`src/hdl/quarter_wave_sine_interp_macros.svh`:
```
// Assertion macros for the quarter-wave sine interpolator.
// Used by the top-level RTL file under hdl; define ASSERT_OFF to compile them out.
`ifndef QUARTER_WAVE_SINE_INTERP_MACROS_SVH
`define QUARTER_WAVE_SINE_INTERP_MACROS_SVH

`ifndef ASSERT_OFF
// Check a property on every rising clk edge outside reset.
`define QWSI_ASSERT(lbl, prop, msg) \
	lbl: assert property (@(posedge clk) disable iff (!arst_n) (prop)) else $error(msg);
// Check a property on every rising clk edge, reset included.
`define QWSI_ASSERT_ALWAYS(lbl, prop, msg) \
	lbl: assert property (@(posedge clk) (prop)) else $error(msg);
`else
`define QWSI_ASSERT(lbl, prop, msg)
`define QWSI_ASSERT_ALWAYS(lbl, prop, msg)
`endif

`endif

```
`src/hdl/qwsi_pkg.sv`:
```
// Shared types, widths and the first-quadrant sine table for the interpolator.
// No dependencies; imported by every module of the block.
`default_nettype none

package qwsi_pkg;

	localparam int AngleW = 14;
	localparam int SineW  = 16;
	localparam int MagW   = 15;
	localparam int FracW  = 8;
	localparam int IdxW   = 4;
	localparam int TabIdxW = 5;

	// Values of stage 1, handed from the table lookup to the interpolation.
	typedef struct packed {
		logic [MagW-1:0]  base;    // anchor entry: lower one, or upper one when mirrored
		logic [MagW-1:0]  diff;    // upper entry minus lower entry
		logic [FracW-1:0] frac;
		logic             mirror;  // quadrants 2 and 4
		logic             negate;  // quadrants 3 and 4
	} lookup_t;

	// sin(k * 90deg / 16) * 32767, k = 0..16
	function automatic logic [MagW-1:0] quarter_sine(input logic [TabIdxW-1:0] k);
		logic [MagW-1:0] v;
		unique case (k)
			5'd0:    v = 15'd0;
			5'd1:    v = 15'd3211;
			5'd2:    v = 15'd6392;
			5'd3:    v = 15'd9511;
			5'd4:    v = 15'd12539;
			5'd5:    v = 15'd15446;
			5'd6:    v = 15'd18204;
			5'd7:    v = 15'd20787;
			5'd8:    v = 15'd23169;
			5'd9:    v = 15'd25329;
			5'd10:   v = 15'd27244;
			5'd11:   v = 15'd28897;
			5'd12:   v = 15'd30272;
			5'd13:   v = 15'd31356;
			5'd14:   v = 15'd32137;
			5'd15:   v = 15'd32609;
			5'd16:   v = 15'd32767;
			default: v = 15'd0;
		endcase
		return v;
	endfunction

endpackage

`default_nettype wire

```
`src/hdl/qwsi_lookup.sv`:
```
// Table lookup: splits the angle, mirrors the index and reads both neighbor entries.
// Depends on qwsi_pkg.
`default_nettype none

module qwsi_lookup (
	input  wire logic [qwsi_pkg::AngleW-1:0] angle,
	output qwsi_pkg::lookup_t                lk
);
	import qwsi_pkg::*;

	logic [IdxW-1:0]    idx;
	logic [TabIdxW-1:0] lo_k;
	logic [MagW-1:0]    lo;
	logic [MagW-1:0]    hi;

	always_comb begin
		// mirror the index in quadrants 2 and 4, where the magnitude falls
		idx  = angle[12] ? ~angle[11:8] : angle[11:8];
		lo_k = {1'b0, idx};
		lo   = quarter_sine(lo_k);
		hi   = quarter_sine(lo_k + 5'd1);
		lk.base   = angle[12] ? hi : lo;
		lk.diff   = hi - lo;
		lk.frac   = angle[FracW-1:0];
		lk.mirror = angle[12];
		lk.negate = angle[13];
	end

endmodule

`default_nettype wire

```
`src/hdl/qwsi_interp.sv`:
```
// Interpolation: scales the entry difference by the fraction and applies mirror and sign.
// Depends on qwsi_pkg.
`default_nettype none

module qwsi_interp (
	input  wire qwsi_pkg::lookup_t        lk,
	output logic [qwsi_pkg::SineW-1:0]    sine
);
	import qwsi_pkg::*;

	logic [MagW+FracW-1:0] prod;
	logic [MagW-1:0]       delta;
	logic [MagW-1:0]       mag;

	always_comb begin
		prod  = {{FracW{1'b0}}, lk.diff} * {{MagW{1'b0}}, lk.frac};
		delta = prod[MagW+FracW-1:FracW];
		mag   = lk.mirror ? (lk.base - delta) : (lk.base + delta);
		sine  = lk.negate ? (SineW'(0) - {1'b0, mag}) : {1'b0, mag};
	end

endmodule

`default_nettype wire

```
`src/hdl/quarter_wave_sine_interp.sv`:
```
// Top level of the quarter-wave sine interpolator: stream ports and stage registers.
// Depends on qwsi_pkg, qwsi_lookup, qwsi_interp and the assertion macro header.
//
// Maps a 14-bit phase (two quadrant bits, four table-index bits, eight fraction
// bits) to a signed 16-bit sine scaled by 32767, interpolating linearly in a
// 17-entry first-quadrant table. One transaction per clock is sustained; each
// input is held in the stage 1 register as its lookup values, and its result in
// the output register: the table is read ahead of the first register, and the
// one 15x8 multiply and the add/negate run between them. A stall on the output
// holds both stages; an empty stage still takes new input.
`default_nettype none
`include "quarter_wave_sine_interp_macros.svh"

module quarter_wave_sine_interp (
	input  wire logic        clk,
	input  wire logic        arst_n,
	input  wire logic        s_axis_tvalid,
	output logic             s_axis_tready,
	input  wire logic [15:0] s_axis_tdata,   // [13:0] angle, [15:14] zero
	output logic             m_axis_tvalid,
	input  wire logic        m_axis_tready,
	output logic [15:0]      m_axis_tdata    // [15:0] sine
);
	import qwsi_pkg::*;

	lookup_t          lk;
	lookup_t          lk_s1;
	logic             v_s1;
	logic [SineW-1:0] sine;
	logic [SineW-1:0] sine_s2;
	logic             adv_s2;
	logic             adv_s1;

	qwsi_lookup u_lookup (
		.angle (s_axis_tdata[AngleW-1:0]),
		.lk    (lk)
	);

	qwsi_interp u_interp (
		.lk   (lk_s1),
		.sine (sine)
	);

	assign adv_s2        = !m_axis_tvalid || m_axis_tready;
	assign adv_s1        = !v_s1 || adv_s2;
	assign s_axis_tready = adv_s1;

	always_ff @(posedge clk or negedge arst_n) begin
		if (!arst_n) begin
			v_s1          <= 1'b0;
			m_axis_tvalid <= 1'b0;
		end else begin
			if (adv_s1) begin
				v_s1 <= s_axis_tvalid;
			end
			if (adv_s2) begin
				m_axis_tvalid <= v_s1;
			end
		end
	end

	always_ff @(posedge clk) begin
		if (adv_s1 && s_axis_tvalid) begin
			lk_s1 <= lk;
		end
		if (adv_s2 && v_s1) begin
			sine_s2 <= sine;
		end
	end

	assign m_axis_tdata = sine_s2;

	`QWSI_ASSERT(a_empty_takes, !v_s1 |-> s_axis_tready, "empty stage 1 refused input")
	`QWSI_ASSERT(a_moves_on, (v_s1 && adv_s2) |=> m_axis_tvalid, "stage 1 item was lost")
	`QWSI_ASSERT(a_range, m_axis_tvalid |-> (m_axis_tdata != 16'h8000), "sine out of range")
	`QWSI_ASSERT(a_no_gap, (m_axis_tvalid && !m_axis_tready && v_s1) |=> v_s1,
		"stalled stage 1 item dropped")
	`QWSI_ASSERT_ALWAYS(a_reset_idle, !arst_n |-> !m_axis_tvalid, "output valid in reset")

endmodule

`default_nettype wire

```
`config.mk`:
```
export PLATFORM = sky130hd
export DESIGN_NAME = quarter_wave_sine_interp
export DESIGN_NICKNAME = d
export VERILOG_FILES = /design/src/hdl/qwsi_pkg.sv /design/src/hdl/qwsi_lookup.sv /design/src/hdl/qwsi_interp.sv /design/src/hdl/quarter_wave_sine_interp.sv
export VERILOG_INCLUDE_DIRS = /design/src /design/src/hdl
export SDC_FILE = /design/constraint.sdc
export NUM_CORES = 1
export LEC_CHECK = 0
export BUFFER_PORTS_ARGS = -buffer_cell sky130_fd_sc_hd__buf_2
export CORE_MARGIN = 2
export CORE_UTILIZATION = 55
export CTS_BUF_LIST = sky130_fd_sc_hd__clkbuf_16
export DETAILED_ROUTE_END_ITERATION = 8
export GPL_TIMING_DRIVEN = 0
export MAX_ROUTING_LAYER = met4
export PLACE_DENSITY = 0.81
export SYNTH_ARGS = -nofsm -noshare
export SYNTH_HDL_FRONTEND = slang
export SYNTH_HIERARCHICAL = 1
export SYNTH_SLANG_ARGS = --single-unit
```
`constraint.sdc`:
```
create_clock -name clk -period 16.2 [get_ports clk]
set_input_delay 1.62 -clock clk [delete_from_list [all_inputs] [get_ports clk]]
set_output_delay 1.62 -clock clk [all_outputs]
set_load 0.05 [all_outputs]
```
==> impl_metrics.env, run 1 <==
export IMPL_critPathKind="reg2reg"
export IMPL_worst_path_buf_inv=4
export IMPL_rsz0062_at_grt="no"
export IMPL_crit_fanout=10
export IMPL_ant_nets=0
export IMPL_cts_hold_fix_buffers=0
export IMPL_tns_ns=0
export IMPL_cpMostUsedCell="fa_1"
export IMPL_final_layout_size_suffix_gt1_share_pct=9.818
export IMPL_yosys_register_bits=58
export IMPL_synth_cells=1060
export IMPL_drv_cap=0
export IMPL_initial_utilization_pct=56.53
export IMPL_syn_to_final_growth_pct=7.500
export IMPL_htree_levels=3
export IMPL_grt_pass1_wl_um=37800
export IMPL_grt_max_degree=41
export IMPL_yosys_warnings=6
export IMPL_finalClockSkew_ns=0.006438
export IMPL_cpPeakStageDelay_ns=0.57
export IMPL_die_w_um=134.8
export IMPL_dr_total_vias=7888
export IMPL_core_sq_um=16640
export IMPL_max_freq_mhz=121.1
export IMPL_yosysSeqAreaShare_pct=18.41
export IMPL_finalNetCount=1272
export IMPL_report_final_slew_viol_count=0
export IMPL_synth_edf_count=56
export IMPL_via_per_inst=5.976
export IMPL_antenna_found_initial=0
export IMPL_finalSetupViolations=0
export IMPL_crit_slowest_cell="o21ai_0"
export IMPL_drt_iter0_markers=735
export IMPL_cp_required_ns=16.29
export IMPL_cts_tree="done"
export IMPL_syn_num_nets=1237
export IMPL_antenna_cells=0
export IMPL_hold_violations=0
export IMPL_async_reset_ff_share_pct=3.448
export IMPL_std_cell_rows=47
export IMPL_post_route_period_util_pct=50.97
export IMPL_worstSetupEndpointType="flop"
export IMPL_critical_path_top_delay_family="adder cells"
export IMPL_clk_path_buf_depth=2
export IMPL_use_met2_pct=44.70
export IMPL_dieArea_sq_um=18170
export IMPL_fin_crit_ns=8.258
export IMPL_io_buffer_count=24
export IMPL_syn_avg_cell_area_sq_um=8.875
export IMPL_hp_class="reg2reg"
export IMPL_synthFlopType="edfxtp_1"
export IMPL_status="finished, final reports clean"
export IMPL_place_congestion=0.9851
export IMPL_overflow=0
export IMPL_met3_usage_pct=4.129
export IMPL_busiest_layer="met2"
export IMPL_startpoint_type="flop"
export IMPL_cts_resized_gates=0
export IMPL_cts_root_buffer="clkbuf_16"
export IMPL_first_global_vias=7657
export IMPL_dr_pass1_iters=5
export IMPL_avgRoutedWirePerCell_um=17.28
export IMPL_post_synth_num_cell_types=97
export IMPL_drc=0
export IMPL_wirelength_um=22810
export IMPL_tightestPinTransition_ns=0.7249
export IMPL_post_cts_buffers=0
export IMPL_arrival_ns=8.35
export IMPL_cts_sinks=58
export IMPL_slew_headroom_pct=51.67
export IMPL_clk_latency_ns=0.34
export IMPL_grt_usage_pct=26.93
export IMPL_syn_area_sq_um=9408
export IMPL_dpl_hpwl_um=18000
export IMPL_grtUsageMet1_pct=34.18
export IMPL_numCtsBuffers=9
export IMPL_path_clk_slew_ns=0.05
export IMPL_die_h_um=134.8
export IMPL_io_pins=38
## sequential cells by signal, indices dropped and copies added, names as in the netlist
register	flops
m_axis_tvalid	1
v_s1	1
m_axis_tdata	16
lk_s1	40
## worst register-to-register path, stage by stage (launching register included)
cell	delay (ns)
edfxtp_1	0.53
clkbuf_1	0.44
and2_1	0.23
fa_1	0.45
fa_1	0.53
fa_1	0.55
inv_1	0.05
fa_1	0.52
inv_1	0.04
ha_1	0.27
buf_2	0.19
nand2_1	0.07
o21ai_0	0.57
a2111oi_0	0.17
nor3b_1	0.29
o21bai_1	0.17
nor4_1	0.53
a21oi_1	0.19
xor2_1	0.17
ha_1	0.36
o21ai_0	0.28
nor2_1	0.09
a211oi_1	0.41
o21bai_1	0.11
a21oi_1	0.19
xnor2_1	0.10
xor2_1	0.19
o31a_1	0.31
## layout by cell type, fill, tap and decap left out, types with 10 or more instances in the layout
cell type	netlist	final
inv_1	113	114
and2_1	98	98
fa_1	79	79
ha_1	78	78
nand2_1	75	75
a21oi_1	61	61
nor2_1	59	59
edfxtp_1	56	56
o21ai_0	52	52
buf_2	15	39
xnor2_1	34	34
xor2_1	25	25
clkbuf_1	23	23
nor3_1	18	18
o21a_1	16	16
a21o_1	13	13
a31oi_1	13	13
o211ai_1	12	12
a211oi_1	12	12
buf_4	12	12
nand2b_1	10	10
## metrics by stage
step | hold WS, ns | setup WS, ns | std cells | util (%) | area (sq um)
5_1_grt | 0.5882 | 7.482 | 1320 | 60.77 | 10110
3_3_place_gp | 0.5341 | 8.174 | 1304 | 58.91 | 9803
3_5_place_dp | 0.5512 | 8.097 | 1304 | 58.91 | 9803
6_report | 0.5599 | 7.942 | 1320 | 60.77 | 10110
2_1_floorplan | 0.5113 | 8.913 | 1060 | - | 9408
4_1_cts | 0.5646 | 8.086 | 1320 | 60.77 | 10110
## worst paths after layout
check	endpoint	cells past startpoint	slack, ns	startpoint
hold reg to reg	m_axis_tvalid$_DFFE_PN0P_	1	0.56	v_s1$_DFFE_PN0P_
hold / removal	m_axis_tvalid$_DFFE_PN0P_	1	0.56	v_s1$_DFFE_PN0P_
setup / recovery	m_axis_tdata[15]$_DFFE_PP_	27	7.94	lk_s1[8]$_DFFE_PP_
setup reg to reg	m_axis_tdata[15]$_DFFE_PP_	27	7.94	lk_s1[8]$_DFFE_PP_
max in group asynchronous	m_axis_tvalid$_DFFE_PN0P_	1	15.05	arst_n
min in group asynchronous	v_s1$_DFFE_PN0P_	1	1.06	arst_n
## synthesized netlist by cell type (7+ instances only)
cell,count,area share [%]
a211oi_1,12,0.96
a21o_1,13,1.0
a21oi_1,61,3.2
a221oi_1,7,0.65
a31oi_1,13,0.86
and2_1,98,6.5
and3_1,8,0.53
buf_2,15,0.80
buf_4,12,0.96
clkbuf_1,23,0.92
edfxtp_1,56,18
fa_1,79,17
ha_1,78,10
inv_1,113,4.5
nand2_1,75,3.0
nand2b_1,10,0.66
nand3_1,9,0.48
nand4_1,7,0.47
nor2_1,59,2.4
nor2b_1,9,0.60
nor3_1,18,0.96
o211ai_1,12,0.96
o21a_1,16,1.3
o21ai_0,52,2.8
or3_1,7,0.47
xnor2_1,34,3.2
xor2_1,25,2.3
## per-layer routing
metal / routed length, um / vias to the layer above
met5: 0 / -
met4: 491 / 0
met3: 1359 / 39
met2: 11230 / 270
met1: 9728 / 3820
li1: - / 3759
## logic make-up after synthesis
group | after synthesis | synth area share, %
flip-flops | 58 | 18.41
AO/OA/AOI/OAI | 265 | 19.51
buffers and inverters | 170 | 7.780
XOR/XNOR | 64 | 6.544
multiplexers | 11 | 1.476
AND/OR/NAND/NOR | 335 | 19.10
adder cells (fa/ha/maj) | 157 | 27.18
## final cells by class
class                           count  area, sq um
Multi-Input combinational cell    832         6944
Fill cell                        1443         6529
Sequential cell                    58         1732
Inverter                          114        427.9
Buffer                             56        304.0
Tap cell                          220        275.3
Clock buffer                        9        225.2
Timing Repair Buffer               24        120.1
Clock inverter                      7        85.08
Power of run 1 is left out: the tool's default activity adds up to more than one toggle a clock period on the data nets, which glitch-free logic cannot reach.
==> run 2: changes to the inputs <==
==> constraint.sdc (replaced) <==
create_clock -name clk -period 7.6 [get_ports clk]
set_input_delay 0.76 -clock clk [delete_from_list [all_inputs] [get_ports clk]]
set_output_delay 0.76 -clock clk [all_outputs]
set_load 0.05 [all_outputs]
==> run 2 against run 1 <==
Net effect:
- the run now ends with setup timing left
- via count grew 6.0%
- cell count grew 3.2%
- global-route usage up 0.42 points
- die area is the same
- hold slack worse by 0.36 ns
- first-iteration DRC count down 5.4%
- maximum frequency rose by 6.7%
- design area rose by 8.3%
- sequential cell count did not move
- highest routed layer unchanged
==> impl_metrics.env, run 2 (synthesized netlist as in run 1, its figures left out) <==
export IMPL_initial_utilization_pct=56.53
export IMPL_reg2reg_slack_ns=-0.14
export IMPL_antenna_cells=0
export IMPL_final_layout_size_suffix_gt1_share_pct=19.09
export IMPL_via_per_inst=6.139
export IMPL_finalSetupViolations=4
export IMPL_cts_tree="done"
export IMPL_die_h_um=134.8
export IMPL_final_common_cell="inv_1"
export IMPL_path_clk_slew_ns=0.05
export IMPL_largest_register_ffs=40
export IMPL_wirelength_um=25830
export IMPL_cts_root_buffer="clkbuf_16"
export IMPL_setup_slack_ns=-0.1404
export IMPL_place_ws_ns=-0.5029
export IMPL_r2r_start="lk_s1[5]$_DFFE_PP_"
export IMPL_ant_nets=0
export IMPL_numCtsBuffers=9
export IMPL_critPathKind="reg2reg"
export IMPL_arrival_ns=7.83
export IMPL_slew_headroom_pct=51.43
export IMPL_overflow=0
export IMPL_mostFrequentLayoutCells="inv_1 (113), and2_1 (96), fa_1 (75), nand2_1 (73), ha_1 (70)"
export IMPL_max_freq_mhz=129.2
export IMPL_clk_latency_ns=0.34
export IMPL_clk_path_buf_depth=2
export IMPL_crit_fanout=10
export IMPL_status="complete, but fails checks"
export IMPL_grt_pass1_wl_um=38300
export IMPL_core_sq_um=16640
export IMPL_place_congestion=0.9851
export IMPL_critPathCapture="m_axis_tdata[15]$_DFFE_PP_"
export IMPL_tightestPinTransition_ns=0.7286
export IMPL_fillers=1263
export IMPL_io_buffer_count=24
export IMPL_cts_sinks=58
export IMPL_cp_required_ns=7.69
export IMPL_hp_class="in2async"
export IMPL_violations="setup timing"
export IMPL_htree_levels=3
export IMPL_worstSetupEndpointType="flop"
export IMPL_avgRoutedWirePerCell_um=18.96
export IMPL_std_cell_rows=47
export IMPL_rsz0062_at_grt="yes"
export IMPL_startpoint_type="flop"
export IMPL_startpoint="lk_s1[5]$_DFFE_PP_"
export IMPL_io_pins=38
export IMPL_first_global_vias=7766
export IMPL_top_register="lk_s1"
export IMPL_dieArea_sq_um=18170
export IMPL_grt_max_degree=41
export IMPL_fin_crit_ns=7.740
export IMPL_dpl_hpwl_um=18000
export IMPL_drv_cap=0
export IMPL_r2r_cells=26
export IMPL_finalClockSkew_ns=0.01208
export IMPL_grt_usage_pct=27.34
export IMPL_die_w_um=134.8
export IMPL_drc=0
export IMPL_dr_pass1_iters=6
export IMPL_dr_total_vias=8361
export IMPL_report_final_slew_viol_count=0
export IMPL_antenna_found_initial=0
export IMPL_drt_iter0_markers=695
export IMPL_syn_to_final_growth_pct=16.44
export IMPL_hold_violations=0
export IMPL_r2r_end="m_axis_tdata[15]$_DFFE_PP_"
export IMPL_post_route_period_util_pct=101.8
export IMPL_postLayoutCoreUtil_pct=65.82
export IMPL_finalNetCount=1314
[run 2: per-layer routing]
layer / vias to the layer above / routed length [um] / GRT usage, %
li1: 3830 / - / -
met1: 4072 / 10450 / 34.82
met2: 369 / 12730 / 45.46
met3: 90 / 1638 / 3.754
met4: 0 / 1009 / 8.480
met5: - / 0 / -
[run 2: cell type report]
| type | count | area, sq um | share of cell area (%) |
|---|---|---|---|
| Multi-Input combinational cell | 832 | 7387 | 67.44 |
| Sequential cell | 58 | 1732 | 15.81 |
| Timing Repair Buffer | 68 | 470.5 | 4.295 |
| Inverter | 114 | 427.9 | 3.906 |
| Buffer | 54 | 351.6 | 3.210 |
| Tap cell | 220 | 275.3 | 2.513 |
| Clock buffer | 9 | 225.2 | 2.056 |
| Clock inverter | 7 | 85.08 | 0.7767 |
[run 2: what timing repair did]
item                                    CTS  global route
pin swaps                                 5            45
hold buffers                              0             0
endpoints found under the setup margin    6             6
buffers inserted                         13            31
resized for setup                        33            80
[run 2: metrics by stage]
stage | instances | cell area, sq um | hold slack (ns) | TNS, ns
detailed placement | 1304 | 9803 | 0.5477 | -2.432
CTS | 1331 | 10320 | 0.1883 | 0
floorplan | 1060 | 9408 | 0.4644 | 0
global route | 1362 | 10950 | 0.1917 | -0.9697
finish | 1362 | 10950 | 0.1964 | -0.2604
global placement | 1304 | 9803 | 0.5341 | -1.745
[run 2: worst min-delay path by stage]
stage / start / end / slack (ns) / cells after the start
final: arst_n / v_s1$_DFFE_PN0P_ / 0.20 / 1
after global routing: arst_n / m_axis_tvalid$_DFFE_PN0P_ / 0.19 / 1
after CTS: arst_n / m_axis_tvalid$_DFFE_PN0P_ / 0.19 / 1
after detailed placement: arst_n / m_axis_tvalid$_DFFE_PN0P_ / 0.55 / 1
after global placement: v_s1$_DFFE_PN0P_ / m_axis_tvalid$_DFFE_PN0P_ / 0.53 / 1
after floorplan: arst_n / m_axis_tvalid$_DFFE_PN0P_ / 0.46 / 0
[run 2: worst max-delay path: stages, from the launching register on]
cell      delay (ns)
edfxtp_1        0.49
buf_8           0.19
and2_1          0.15
fa_1            0.54
fa_1            0.45
fa_1            0.56
inv_1           0.07
fa_1            0.56
inv_1           0.05
ha_1            0.28
buf_4           0.19
a21o_1          0.25
a21oi_1         0.20
o311ai_1        0.18
a311o_2         0.44
a31oi_4         0.19
xor2_2          0.22
ha_4            0.26
buf_12          0.13
o21a_1          0.15
o21ai_0         0.29
a31oi_2         0.12
o21ai_2         0.27
xor2_2          0.21
or4b_4          0.50
or3_1           0.32
o31a_1          0.24
Power of run 2 is left out for the same reason.
==> run 3: changes to the inputs <==
--- a/config.mk
+++ b/config.mk
@@ -6,14 +6,15 @@
 export SDC_FILE = /design/constraint.sdc
 export NUM_CORES = 1
 export LEC_CHECK = 0
-export BUFFER_PORTS_ARGS = -buffer_cell sky130_fd_sc_hd__buf_2
+export ABC_AREA = 1
+export BUFFER_PORTS_ARGS = -buffer_cell sky130_fd_sc_hd__buf_4
 export CORE_MARGIN = 2
 export CORE_UTILIZATION = 55
 export CTS_BUF_LIST = sky130_fd_sc_hd__clkbuf_16
 export DETAILED_ROUTE_END_ITERATION = 8
 export GPL_TIMING_DRIVEN = 0
 export MAX_ROUTING_LAYER = met4
-export PLACE_DENSITY = 0.81
+export PLACE_DENSITY = 0.72
 export SYNTH_ARGS = -nofsm -noshare
 export SYNTH_HDL_FRONTEND = slang
 export SYNTH_HIERARCHICAL = 1
==> run 3 against run 2 <==
Net effect:
- routed wire length down 15%
- sequential share of layout area increased by 0.72 points
- synthesized cell count up 27%
- highest routed layer unchanged
- critical path type unchanged
- the run now ends clean
- synthesized area up 2.0%
==> impl_metrics.env, run 3 <==
export IMPL_arrival_ns=7.18
export IMPL_top_register="lk_s1"
export IMPL_cts_root_buffer="clkbuf_16"
export IMPL_finalNetCount=1559
export IMPL_synth_top_area_share_pct=17.53
export IMPL_startpoint_type="flop"
export IMPL_cp_required_ns=7.70
export IMPL_ant_nets=0
export IMPL_cpMostUsedCell="nand2_1"
export IMPL_post_route_period_util_pct=93.17
export IMPL_finalSetupViolations=0
export IMPL_syn_avg_cell_area_sq_um=7.145
export IMPL_synth_area_leaders="edfxtp_1 (18%), fa_1 (16%), nand2_1 (15%), inv_1 (12%), ha_1 (10%)"
export IMPL_fin_cells=1612
export IMPL_critPathKind="reg2reg"
export IMPL_whs_ns=0.1977
export IMPL_place_congestion=0.9210
export IMPL_synthFlopType="edfxtp_1"
export IMPL_hp_class="in2async"
export IMPL_hold_violations=0
export IMPL_yosys_warnings=6
export IMPL_worstSetupEndpointType="flop"
export IMPL_core_sq_um=17180
export IMPL_std_cell_rows=48
export IMPL_yosysMostFrequentCell="nand2_1"
export IMPL_htree_levels=3
export IMPL_fin_crit_ns=7.081
export IMPL_via_per_inst=5.156
export IMPL_crit_fanout=10
export IMPL_status="finished, final reports clean"
export IMPL_io_buffer_count=25
export IMPL_io_pins=38
export IMPL_cpPeakStageDelay_ns=0.55
export IMPL_overflow=0
export IMPL_grt_max_degree=41
export IMPL_cts_hold_fix_buffers=0
export IMPL_die_w_um=136.1
export IMPL_async_reset_ff_share_pct=3.448
export IMPL_grt_pass1_wl_um=37280
export IMPL_antenna_cells=0
export IMPL_mostFrequentLayoutCells="nand2_1 (374), inv_1 (308), fa_1 (79), nand3_1 (77), ha_1 (76)"
export IMPL_first_global_vias=7978
export IMPL_finalClockSkew_ns=0.01260
export IMPL_final_layout_size_suffix_gt1_share_pct=12.11
export IMPL_largest_register_ffs=40
export IMPL_antenna_found_initial=0
export IMPL_dp_cells=1593
export IMPL_syn_area_sq_um=9595
export IMPL_wirelength_um=22000
export IMPL_avgRoutedWirePerCell_um=13.64
export IMPL_clk_path_buf_depth=2
export IMPL_dr_pass1_iters=7
export IMPL_yosysSeqAreaShare_pct=18.05
export IMPL_crit_slowest_cell="fa_1"
export IMPL_final_common_cell="nand2_1"
export IMPL_synth_largest_area_cell="edfxtp_1"
export IMPL_cts_tree="done"
export IMPL_synth_common_cells="nand2_1 (374), inv_1 (308), fa_1 (79)"
export IMPL_yosys_register_bits=58
export IMPL_drv_cap=0
export IMPL_numCtsBuffers=9
export IMPL_tightestPinTransition_ns=0.9024
export IMPL_clk_latency_ns=0.34
export IMPL_syn_num_nets=1520
export IMPL_dr_total_vias=8311
export IMPL_drt_iter0_markers=620
export IMPL_grt_usage_pct=26.08
export IMPL_report_final_slew_viol_count=0
export IMPL_post_synth_num_cell_types=53
export IMPL_worst_path_buf_inv=7
export IMPL_synth_cells=1343
export IMPL_max_freq_mhz=141.2
export IMPL_drc=0
export IMPL_tns_ns=0
export IMPL_synth_edf_count=56
export IMPL_die_h_um=136.1
export IMPL_rsz0062_at_grt="no"
export IMPL_dieArea_sq_um=18520
export IMPL_syn_to_final_growth_pct=9.219
export IMPL_critical_path_top_delay_family="adder cells"
export IMPL_slew_headroom_pct=39.76
export IMPL_cts_sinks=58
export IMPL_dpl_hpwl_um=17820
export IMPL_path_clk_slew_ns=0.05
export IMPL_initial_utilization_pct=55.86
[run 3: changes by cell type after synthesis, moves of 19 or more]
cell / before / now
and2_1: 98 / 1
inv_1: 113 / 308
nand2_1: 75 / 374
nand2_2: 1 / 27
nand3_1: 9 / 77
o21ai_0: 52 / 25
xnor2_1: 34 / 15
[run 3: cell type report]
cell class              instances  area [sq um]
clock inverters                 7         85.08
inverters                     319          1205
clock buffers                   9         225.2
flip-flops and latches         58          1732
plain buffers                  40         259.0
fillers                      1606          6696
multi-input cells             920          6437
well taps                     225         281.5
repair buffers                 34         255.2
[run 3: kinds of logic after synthesis]
logic type	after synthesis	synth area share (%)
mux	1	0.1043
buf+inv	365	15.41
xor+xnor	46	4.277
simple gates	606	29.01
fa+ha+maj	157	26.65
flops	58	18.05
compound gates	110	6.494
[run 3: stage by stage]
step	utilization (%)	cell area, sq um	worst slack (ns)
2_1_floorplan	-	9595	1.055
6_report	61.01	10480	0.5189
5_1_grt	61.01	10480	0.01995
3_5_place_dp	58.60	10060	0.1020
4_1_cts	60.40	10380	0.08775
3_3_place_gp	58.60	10060	0.1522
[run 3: worst register-to-register path: cells and delay by family, from the launching register on]
kind,cells,cell delay [ns]
AOI/OAI and AO/OA,3,0.69
adders and majority gates,7,3.00
xor gates and xnor gates,3,0.74
DFF,1,0.45
buffers and inverters,7,0.59
and+or+nand+nor,14,1.36
[run 3: timing repair]
item	CTS	global route
endpoints found under the setup margin	0	7
buffers inserted	0	9
gates resized for setup	0	24
[run 3: worst paths after layout]
check                      slack (ns)                         end               start  depth (start not counted)
max in group asynchronous        7.32            v_s1$_DFFE_PN0P_              arst_n                          1
min reg2reg                      0.52   m_axis_tvalid$_DFFE_PN0P_    v_s1$_DFFE_PN0P_                          2
max reg2reg                      0.52  m_axis_tdata[15]$_DFFE_PP_  lk_s1[9]$_DFFE_PP_                         34
max                              0.52  m_axis_tdata[15]$_DFFE_PP_  lk_s1[9]$_DFFE_PP_                         34
min                              0.20   m_axis_tvalid$_DFFE_PN0P_              arst_n                          1
min in group clk                 0.52   m_axis_tvalid$_DFFE_PN0P_    v_s1$_DFFE_PN0P_                          2
[run 3: per-layer routing]
metal | vias up | wire length [um] | track usage (%)
met3 | 32 | 1296 | 4.027
met1 | 3895 | 9835 | 33.54
met2 | 222 | 10510 | 42.77
met5 | - | 0 | -
met4 | 0 | 356 | 7.523
li1 | 4162 | - | -
Power of run 3 is left out for the same reason.
